===== src/rtl/mwer_divider.sv =====
// ---------------------------------------------------------------------------
// mwer_divider
// Restoring divider, one quotient bit per cycle, 128-bit dividend.
// ---------------------------------------------------------------------------
`default_nettype none
module mwer_divider (
	input  wire logic         clk,
	input  wire logic         arst_n,
	input  wire logic         start,
	input  wire logic [127:0] dividend,
	input  wire logic [61:0]  divisor,
	output logic              busy,
	output logic [127:0]      quotient
);
	logic [62:0]  rem_q;
	logic [127:0] num_q;
	logic [61:0]  den_q;
	logic [7:0]   cnt_q;
	logic [62:0]  trial;
	logic         fits;

	assign trial = {rem_q[61:0], num_q[127]};
	assign fits  = trial >= {1'b0, den_q};

	always_ff @(posedge clk or negedge arst_n) begin
		if (!arst_n) begin
			busy  <= 1'b0;
			cnt_q <= '0;
		end else if (start) begin
			busy  <= 1'b1;
			cnt_q <= 8'd128;
		end else if (busy) begin
			cnt_q <= cnt_q - 8'd1;
			if (cnt_q == 8'd1)
				busy <= 1'b0;
		end
	end

	always_ff @(posedge clk) begin
		if (start) begin
			rem_q <= '0;
			num_q <= dividend;
			den_q <= divisor;
		end else if (busy) begin
			rem_q <= fits ? (trial - {1'b0, den_q}) : trial;
			num_q <= {num_q[126:0], fits};
		end
	end

	assign quotient = num_q;
endmodule
`default_nettype wire


===== config.mk =====
export PLATFORM = sky130hd
export DESIGN_NAME = mwer_divider
export DESIGN_NICKNAME = d
export VERILOG_FILES = /design/src/rtl/mwer_divider.sv
export SDC_FILE = /design/constraint.sdc
export NUM_CORES = 1
export LEC_CHECK = 0
export BUFFER_PORTS_ARGS = -buffer_cell sky130_fd_sc_hd__buf_2
export CORE_MARGIN = 1.5
export CORE_UTILIZATION = 52
export CTS_CLUSTER_SIZE = 8
export DETAILED_ROUTE_END_ITERATION = 10
export HOLD_SLACK_MARGIN = 0.05
export PLACE_DENSITY = 0.77
export SKIP_CTS_REPAIR_TIMING = 1
export SLEW_MARGIN = 20
export SYNTH_ARGS = -nofsm -noshare
export SYNTH_HDL_FRONTEND = slang
export SYNTH_SLANG_ARGS = --single-unit

===== constraint.sdc =====
create_clock -name clk -period 7.1 [get_ports clk]
set_input_delay 1.065 -clock clk [delete_from_list [all_inputs] [get_ports clk]]
set_output_delay 1.065 -clock clk [all_outputs]
set_load 0.1 [all_outputs]

## After elaboration in Yosys (flattened, before gate mapping)

Index checks and enable logic that the tools add are counted.

| word-level totals | value |
|---|---|
| output and inout bits | 129 |
| register bits after elaboration | 261 |
| memory bits (read-only) | 0 |
| latch bits | 0 |
| RAM bits | 0 |
| memories kept | 0 |
| input bits | 193 |

| cells by class | value |
|---|---|
| bitwise gates (word level) | 0 |
| add/subtract/negate cells | 2 |
| div/mod/pow operators | 0 |
| reduce and logical (&&, ||, !) cells | 1 |
| multiply operators | 0 |
| $lt $le $gt $ge | 1 |
| muxes and demuxes | 8 |
| equal/unequal tests | 1 |
| shift operators | 0 |

Operator list:

| cell | number |
|---|---|
| $mux 128 | 2 |
| $ge 63x62->1 | 1 |
| $mux 62 | 1 |
| $sub 62x62->62 | 1 |
| $mux 8 | 2 |
| $eq 8x1->1 const B | 1 |
| $sub 8x1->8 const B | 1 |
| $mux 1 | 3 |
| $reduce_bool 2->1 | 1 |

## Logic depth before layout (Yosys ltp)

Gate-level depths: netlist of run 1.

| logic depth | value |
|---|---|
| depth after elaboration | 4 |
| depth in mapped cells | 15 |

## Least setup slack after synthesis of run 1

Ideal clock, no wire load.

| timing | value |
|---|---|
| path kind | input-to-reg |
| from | input port start |
| to | register num_q[0], in the netlist quotient[0] (enable) |
| setup slack | 2.528 ns |
| stages on the path | 4 |
| library setup time | 0.480 ns |
| data arrival time | 4.091 ns |
| path buffers | 2 |
| path through | clkbuf_1 > nor2_1 > clkbuf_1 > inv_1 |

| on the way | value |
|---|---|
| longest elaborated chain between the ends | 1 |

RTL lines:

| item | RTL line | RTL |
|---|---|---|
| start: declaration | 9 | `input wire logic start,` |
| $reduce_bool 2->1 (no line) | n/a |  |
| end signal: assignment | 42 | `num_q <= dividend;` |
| end signal: assignment | 46 | `num_q <= {num_q[126:0], fits};` |
| end: declaration | 16 | `logic [127:0] num_q;` |

Every way passes these cells.
A chain may end at the register's enable or synchronous reset.

## Worst setup path in the final report of run 1

| timing | value |
|---|---|
| from | register num_q[127], in the netlist quotient[127] |
| to | register rem_q[57] |

| on the way | value |
|---|---|
| longest elaborated chain between the ends | 2 |
| elaborated cells between the ends (all ways) | 3 |
| classes of those cells | add/sub (1); order compare (1); mux (1) |

RTL lines:

| item | RTL line | RTL |
|---|---|---|
| $sub 62x62->62 / $ge 63x62->1 (equally long branches) | 45, 23 |  |
| $mux 62 (*) | 45 | `rem_q <= fits ? (trial - {1'b0, den_q}) : trial;` |
| end signal: assignment | 45 |  |
| end: declaration | 15 | `logic [62:0] rem_q;` |

Mark *: on every way between the ends. The rest lies on a longest branch, timed or not.

==> impl_metrics.toml, run 1 <==
[outcome]
status = "finished clean"

[synth]
syn_area_sq_mm = 0.01425
synth-seq-area-share = 0.5033
synth.avg_cell_area_sq_um = 10.93
synth_edf_count = 190
synth-async-reset-ratio = 0.03448
synthCells = 1304
synth_fp_nets = 1563
synth_flop_cell = "edfxtp_1"
synth-seq-cells = 261
ys.warnings.count = 0
yosysUniqueCellTypes = 72

[clock_network]
clk_pin_slew_worst_paths_ps = 50
cts_made_buffers = 39
clockBufferDepth = 3
clock_latency_ps = 540
root_buffer = "clkbuf_16"
cts_sinks = 261
cts_tree = "yes"
htreeDepth = 2

[floorplan]
die_w_um = 168.5
start_util = 0.5287
core_sq_mm = 0.02695
dieArea_sq_mm = 0.02841
fp.dieH_um = 168.5
pin_count = 322
num_rows = 60

[placement]
dpl.hpwl_mm = 27.79
post-place-ws_ps = 3025
place.gp.congestion = 0.9657
dp_cells = 1905
port_buffers = 321

[detailed_routing]
vias = 11480
totalWireLength_mm = 39.05
drc = 0
avgViaCountPerCell = 5.785
drtIter0Drc = 838
firstDrtPassIters = 5
antenna_left = 0
wl_per_cell_um = 19.67

[pwr]
powerDensity_mw_per_mm2 = 406.1
finalPower_w = 0.006999
leakagePower_nw = 7.383
max-vdd-ir-drop_v = 0.0002780

[global_route]
grtUsageTotal = 0.2691
first_global_vias = 11280
antenna_found_initial = 17
grt_max_degree = 181
grt-ovfl-total = 0
grt_first_pass_wirelength_mm = 59.98

[critical_path]
required_ps = 7550
worstSetupPathType = "flip-flop to flip-flop"
cp_max_fo = 34
start_kind = "flip-flop"
crit_arrival_ps = 4650
worstSetupEndpointType = "flip-flop"
r2r_setup_slack_ps = 2900

[cells_and_area]
mostFrequentLayoutCell = "buf_2"
nNetsFinal = 1864
mostFrequentLayoutCells = "buf_2, edfxtp_1, nand2_1"
stdcell_count = 1985
drive_gt1_frac = 0.3178
synthToLayoutAreaGrowth_pct = 20.95
fin_util = 0.6395

[worst_hold_path]
hp-class = "input port to async pin"

[timing]
rsz0062_at_grt = "false"
setup_ws_ps = 2904
relSlewSlack = 0.3103
clock.fmax_mhz = 238.3
worst_pin_slew_ps = 1035
fin_crit_ps = 4196
fin_setup_tns_ps = 0
drv_slew = 0
hold_violations = 0
setup_viol = 0
fin_skew_ps = 21.25
finalCritPeriodShare = 0.5910

[run]
maxCapViolations = 0
-- layout make-up --
cell class                 count  area, sq um
sequential                   261         7173
timing repair buffer         325         1659
tap                          341        426.7
inverter                      80        302.8
antenna                        8        20.02
clock buffer                  68         1095
clock inverter                 4        88.84
multi-input combinational    898         6470
fill                        2110         9716
-- synthesized netlist by cell type, types with 10 or more instances --
cell | number | area [sq um]
dfxtp_1 | 62 | 1241
mux2_2 | 128 | 1441
nor2_1 | 88 | 330.3
a21o_1 | 34 | 255.2
o21ai_0 | 49 | 245.2
nand2_1 | 138 | 518.0
xor2_1 | 15 | 131.4
nand4_1 | 14 | 87.58
edfxtp_1 | 190 | 5705
clkbuf_1 | 51 | 191.4
nand2b_1 | 10 | 62.56
nor3_1 | 11 | 55.05
and3_1 | 10 | 62.56
a211oi_1 | 14 | 105.1
nor2b_1 | 10 | 62.56
a311oi_1 | 36 | 315.3
ha_1 | 65 | 813.3
inv_1 | 80 | 300.3
xnor2_1 | 48 | 420.4
nand3_1 | 18 | 90.09
a21oi_1 | 81 | 405.4
a31oi_1 | 16 | 100.1
-- layer usage --
layer	share of wire	global-route usage
met2	0.48	0.4525
met1	0.40	0.3253
met5	0.0033	0
met3	0.080	0.08066
met4	0.038	0.1052
-- stage by stage --
stage          hold WS, ps  area (sq um)
2_1_floorplan        453.1         14250
3_3_place_gp         474.6         16030
3_5_place_dp         489.0         16030
4_1_cts              349.2         17220
5_1_grt              363.8         17220
6_report             363.6         17240
-- power breakdown --
part           internal, W  total, W  switching, W
Sequential         0.00197   0.00220      0.000234
Combinational     0.000965   0.00303       0.00206
Clock              0.00106   0.00177      0.000713
Total              0.00399   0.00700       0.00301
-- sequential cells by signal, summed over array words and instances, names as in the netlist --
signal and cells:
rem_q 62, busy 1, quotient 128, den_q 62, cnt_q 8
-- worst paths after layout --
kind                               start   endpoint  depth (start not counted)
hold / removal                    arst_n   cnt_q[2]                          1
max in group asynchronous         arst_n       busy                          1
setup / recovery           quotient[127]  rem_q[57]                         13
setup reg to reg           quotient[127]  rem_q[57]                         13
hold reg to reg                rem_q[40]  rem_q[40]                          2
min in group clk               rem_q[40]  rem_q[40]                          2
-- critical path: stages, from the launching register on --
cell and delay (ps):
edfxtp_1 450, inv_1 90, ha_1 200, or2b_1 260, a21oi_2 210, o2111ai_2 210
a21oi_2 220, o211ai_2 170, a2111o_1 550, a211oi_2 550, nor2_4 240, buf_4 350
o41a_1 460, a21oi_1 120
-- logic make-up after synthesis --
| family | synth area share |
|---|---|
| and+or+nand+nor | 0.1036 |
| AOI/OAI and AO/OA | 0.1489 |
| DFF | 0.5033 |
| buffers and inverters | 0.04302 |
| muxes | 0.1040 |
| adders and majority gates | 0.05848 |
| xor gates and xnor gates | 0.03872 |
Power figures use the tool's default switching activity.
==> run 2: changes to the inputs <==
--- a/config.mk
+++ b/config.mk
@@ -5,13 +5,14 @@
 export SDC_FILE = /design/constraint.sdc
 export NUM_CORES = 1
 export LEC_CHECK = 0
+export ABC_AREA = 1
 export BUFFER_PORTS_ARGS = -buffer_cell sky130_fd_sc_hd__buf_2
 export CORE_MARGIN = 1.5
 export CORE_UTILIZATION = 52
 export CTS_CLUSTER_SIZE = 8
 export DETAILED_ROUTE_END_ITERATION = 10
 export HOLD_SLACK_MARGIN = 0.05
-export PLACE_DENSITY = 0.77
+export PLACE_DENSITY = 0.76
 export SKIP_CTS_REPAIR_TIMING = 1
 export SLEW_MARGIN = 20
 export SYNTH_ARGS = -nofsm -noshare
==> constraint.sdc (replaced) <==
create_clock -name clk -period 4 [get_ports clk]
set_input_delay 0.6 -clock clk [delete_from_list [all_inputs] [get_ports clk]]
set_output_delay 0.6 -clock clk [all_outputs]
set_load 0.1 [all_outputs]
==> impl_metrics.toml, run 2 <==
[synth]
synth_top_area_frac = 0.3481
syn_area_sq_mm = 0.01639
yosys-top-cells-count = "nand2_1, inv_1, edfxtp_1, nor2_1, nand3_1"
synth_compound_area_frac = 0.03588
ys.warnings.count = 0
synth_fa_ha_area_frac = 0.05085
synth_edf_count = 190
synth.area.mux_share = 0
synth-seq-area-share = 0.4376
yosysUniqueCellTypes = 41
synth_top_cell_by_area = "edfxtp_1"
synth-seq-cells = 261
synth_fp_nets = 2614
yosysMostFrequentCell = "nand2_1"
synth-async-reset-ratio = 0.03448
synth_xor_area_frac = 0.01657
synth_flop_cell = "edfxtp_1"
synthCells = 2355
synth_top_family_by_area = "simple AND/OR/NAND/NOR gates"
yosys.area_share.simple = 0.3530
synth.avg_cell_area_sq_um = 6.959
synthTopCellsByArea = "edfxtp_1, nand2_1, inv_1, dfxtp_1, ha_1"

[outcome]
status = "finished clean"

[global_route]
antenna_found_initial = 14
first_global_vias = 15390
grt_max_degree = 131
grt_first_pass_wirelength_mm = 82.46
grtUsageTotal = 0.3242
grt-ovfl-total = 0

[timing]
whs_ps = 220.5
fin_skew_ps = 35.73
setup_viol = 0
clock.fmax_mhz = 342.2
fin_crit_ps = 2923
hold_violations = 0
worst_pin_slew_ps = 1095
relSlewSlack = 0.2697
fin_setup_tns_ps = 0
rsz0062_at_grt = "false"
finalCritPeriodShare = 0.7306
setup_ws_ps = 1077
drv_slew = 0

[cells_and_area]
largest_register_ffs = 128
mostFrequentLayoutCells = "nand2_1, inv_1, buf_2"
fin_util = 0.6317
nNetsFinal = 2929
drive_gt1_frac = 0.1510
nFillCells = 2874
synthToLayoutAreaGrowth_pct = 18.84
mostFrequentLayoutCell = "nand2_1"

[floorplan]
die_w_um = 180.5
start_util = 0.5316
pin_count = 322
core_sq_mm = 0.03083
fp.dieH_um = 180.5
num_rows = 64
dieArea_sq_mm = 0.03259

[critical_path]
start_kind = "flip-flop"
worstSetupPathType = "flip-flop to flip-flop"
required_ps = 4420
crit_arrival_ps = 3340
worstSetupEndpointType = "flip-flop"
cp_max_fo = 73

[detailed_routing]
antenna_left = 0
wl_per_cell_um = 17.08
drc = 0
totalWireLength_mm = 52.97
avgViaCountPerCell = 5.118
drtIter0Drc = 1356
firstDrtPassIters = 5
vias = 15870

[clock_network]
clockBufferDepth = 3
cts_tree = "yes"
clk_pin_slew_worst_paths_ps = 60
cts_sinks = 261
clock_latency_ps = 550
htreeDepth = 2
root_buffer = "clkbuf_16"
cts_made_buffers = 38

[placement]
dpl.hpwl_mm = 41.05
place.gp.congestion = 1.040
port_buffers = 321
post-place-ws_ps = 1089

[pwr]
pwr-share-comb = 0.361
swShare = 0.4122
powerDensity_mw_per_mm2 = 523.9
power_frac_seq = 0.341
clockPowerShare = 0.299
leakagePower_nw = 10.61
p_sw_w = 0.004205
internal_power_w = 0.005998
max-vdd-ir-drop_v = 0.0004366

[run]
maxCapViolations = 0

[worst_hold_path]
hp-class = "input port to flip-flop"
run 2: changes by cell type in the layout (fill, tap and decap cells not counted), moves of 17 or more:
cell,delta
a21o_1,-33
a21oi_1,-26
a311oi_1,-36
inv_1,+295
mux2_2,-128
nand2_1,+934
nand3_1,+101
nand4_1,+18
nor2_1,+89
o21ai_0,-17
xnor2_1,-25
run 2: final timing paths:
path | slack [ps] | cells after the start | from | to
min in group asynchronous | 460 | 2 | arst_n | cnt_q[0]
hold reg to reg | 470 | 2 | rem_q[31] | rem_q[31]
max in group asynchronous | 3340 | 2 | arst_n | cnt_q[7]
setup reg to reg | 1080 | 14 | den_q[16] | rem_q[53]
setup / recovery | 1080 | 14 | den_q[16] | rem_q[53]
hold / removal | 220 | 1 | divisor[25] | den_q[25]
run 2: metrics by stage:
step,total power [W],std cells,area (sq um)
after detailed placement,0.007162,3025,18330
after floorplan,0.006336,2355,16390
after CTS,0.01025,3091,19440
after global placement,0.007109,3025,18330
final,0.01020,3101,19480
after global routing,0.01074,3094,19460
run 2: power groups by stage:
stage | clock network (W) | registers [W] | logic, W
5_1_grt | 0.00321 | 0.00351 | 0.00402
2_1_floorplan | 0 | 0.00451 | 0.00182
3_5_place_dp | 0 | 0.00351 | 0.00365
3_3_place_gp | 0 | 0.00351 | 0.00360
6_report | 0.00305 | 0.00348 | 0.00368
4_1_cts | 0.00311 | 0.00347 | 0.00366
run 2: cells by family after synthesis:
kind of cell               after synthesis
xor gates and xnor gates                31
buffers and inverters                  444
AOI/OAI and AO/OA                      110
DFF                                    261
adders and majority gates               66
and+or+nand+nor                       1443
run 2: area by class of cell:
| class | count | area, sq um | share of cell area |
|---|---|---|---|
| well taps | 396 | 495.5 | 0.02544 |
| repair buffers | 331 | 1715 | 0.08808 |
| clock inverters | 3 | 58.81 | 0.003019 |
| diodes | 9 | 22.52 | 0.001156 |
| multi-input cells | 1650 | 7493 | 0.3847 |
| flip-flops and latches | 261 | 7172 | 0.3682 |
| clock buffers | 63 | 1055 | 0.05416 |
| inverters | 388 | 1464 | 0.07516 |
run 2: critical path, cell delays in order (launching register included):
cell      delay, ps
edfxtp_1        310
inv_1            40
ha_1            340
nand2_1         130
nor2_1          320
nand2_1         150
inv_2           100
nand2_2          60
nor2_2          160
nand4_4         290
nand3_4         220
buf_12          270
nand3_1         150
nand2_1         100
nand2_1          50
run 2: per-layer routing:
| metal | track usage | part of all wire | vias to the layer above |
|---|---|---|---|
| met5 | 0 | 0.0010 | - |
| met4 | 0.1358 | 0.045 | 8 |
| met3 | 0.07195 | 0.080 | 133 |
| met2 | 0.5329 | 0.45 | 601 |
| met1 | 0.4132 | 0.42 | 7211 |
| li1 | - | - | 7918 |
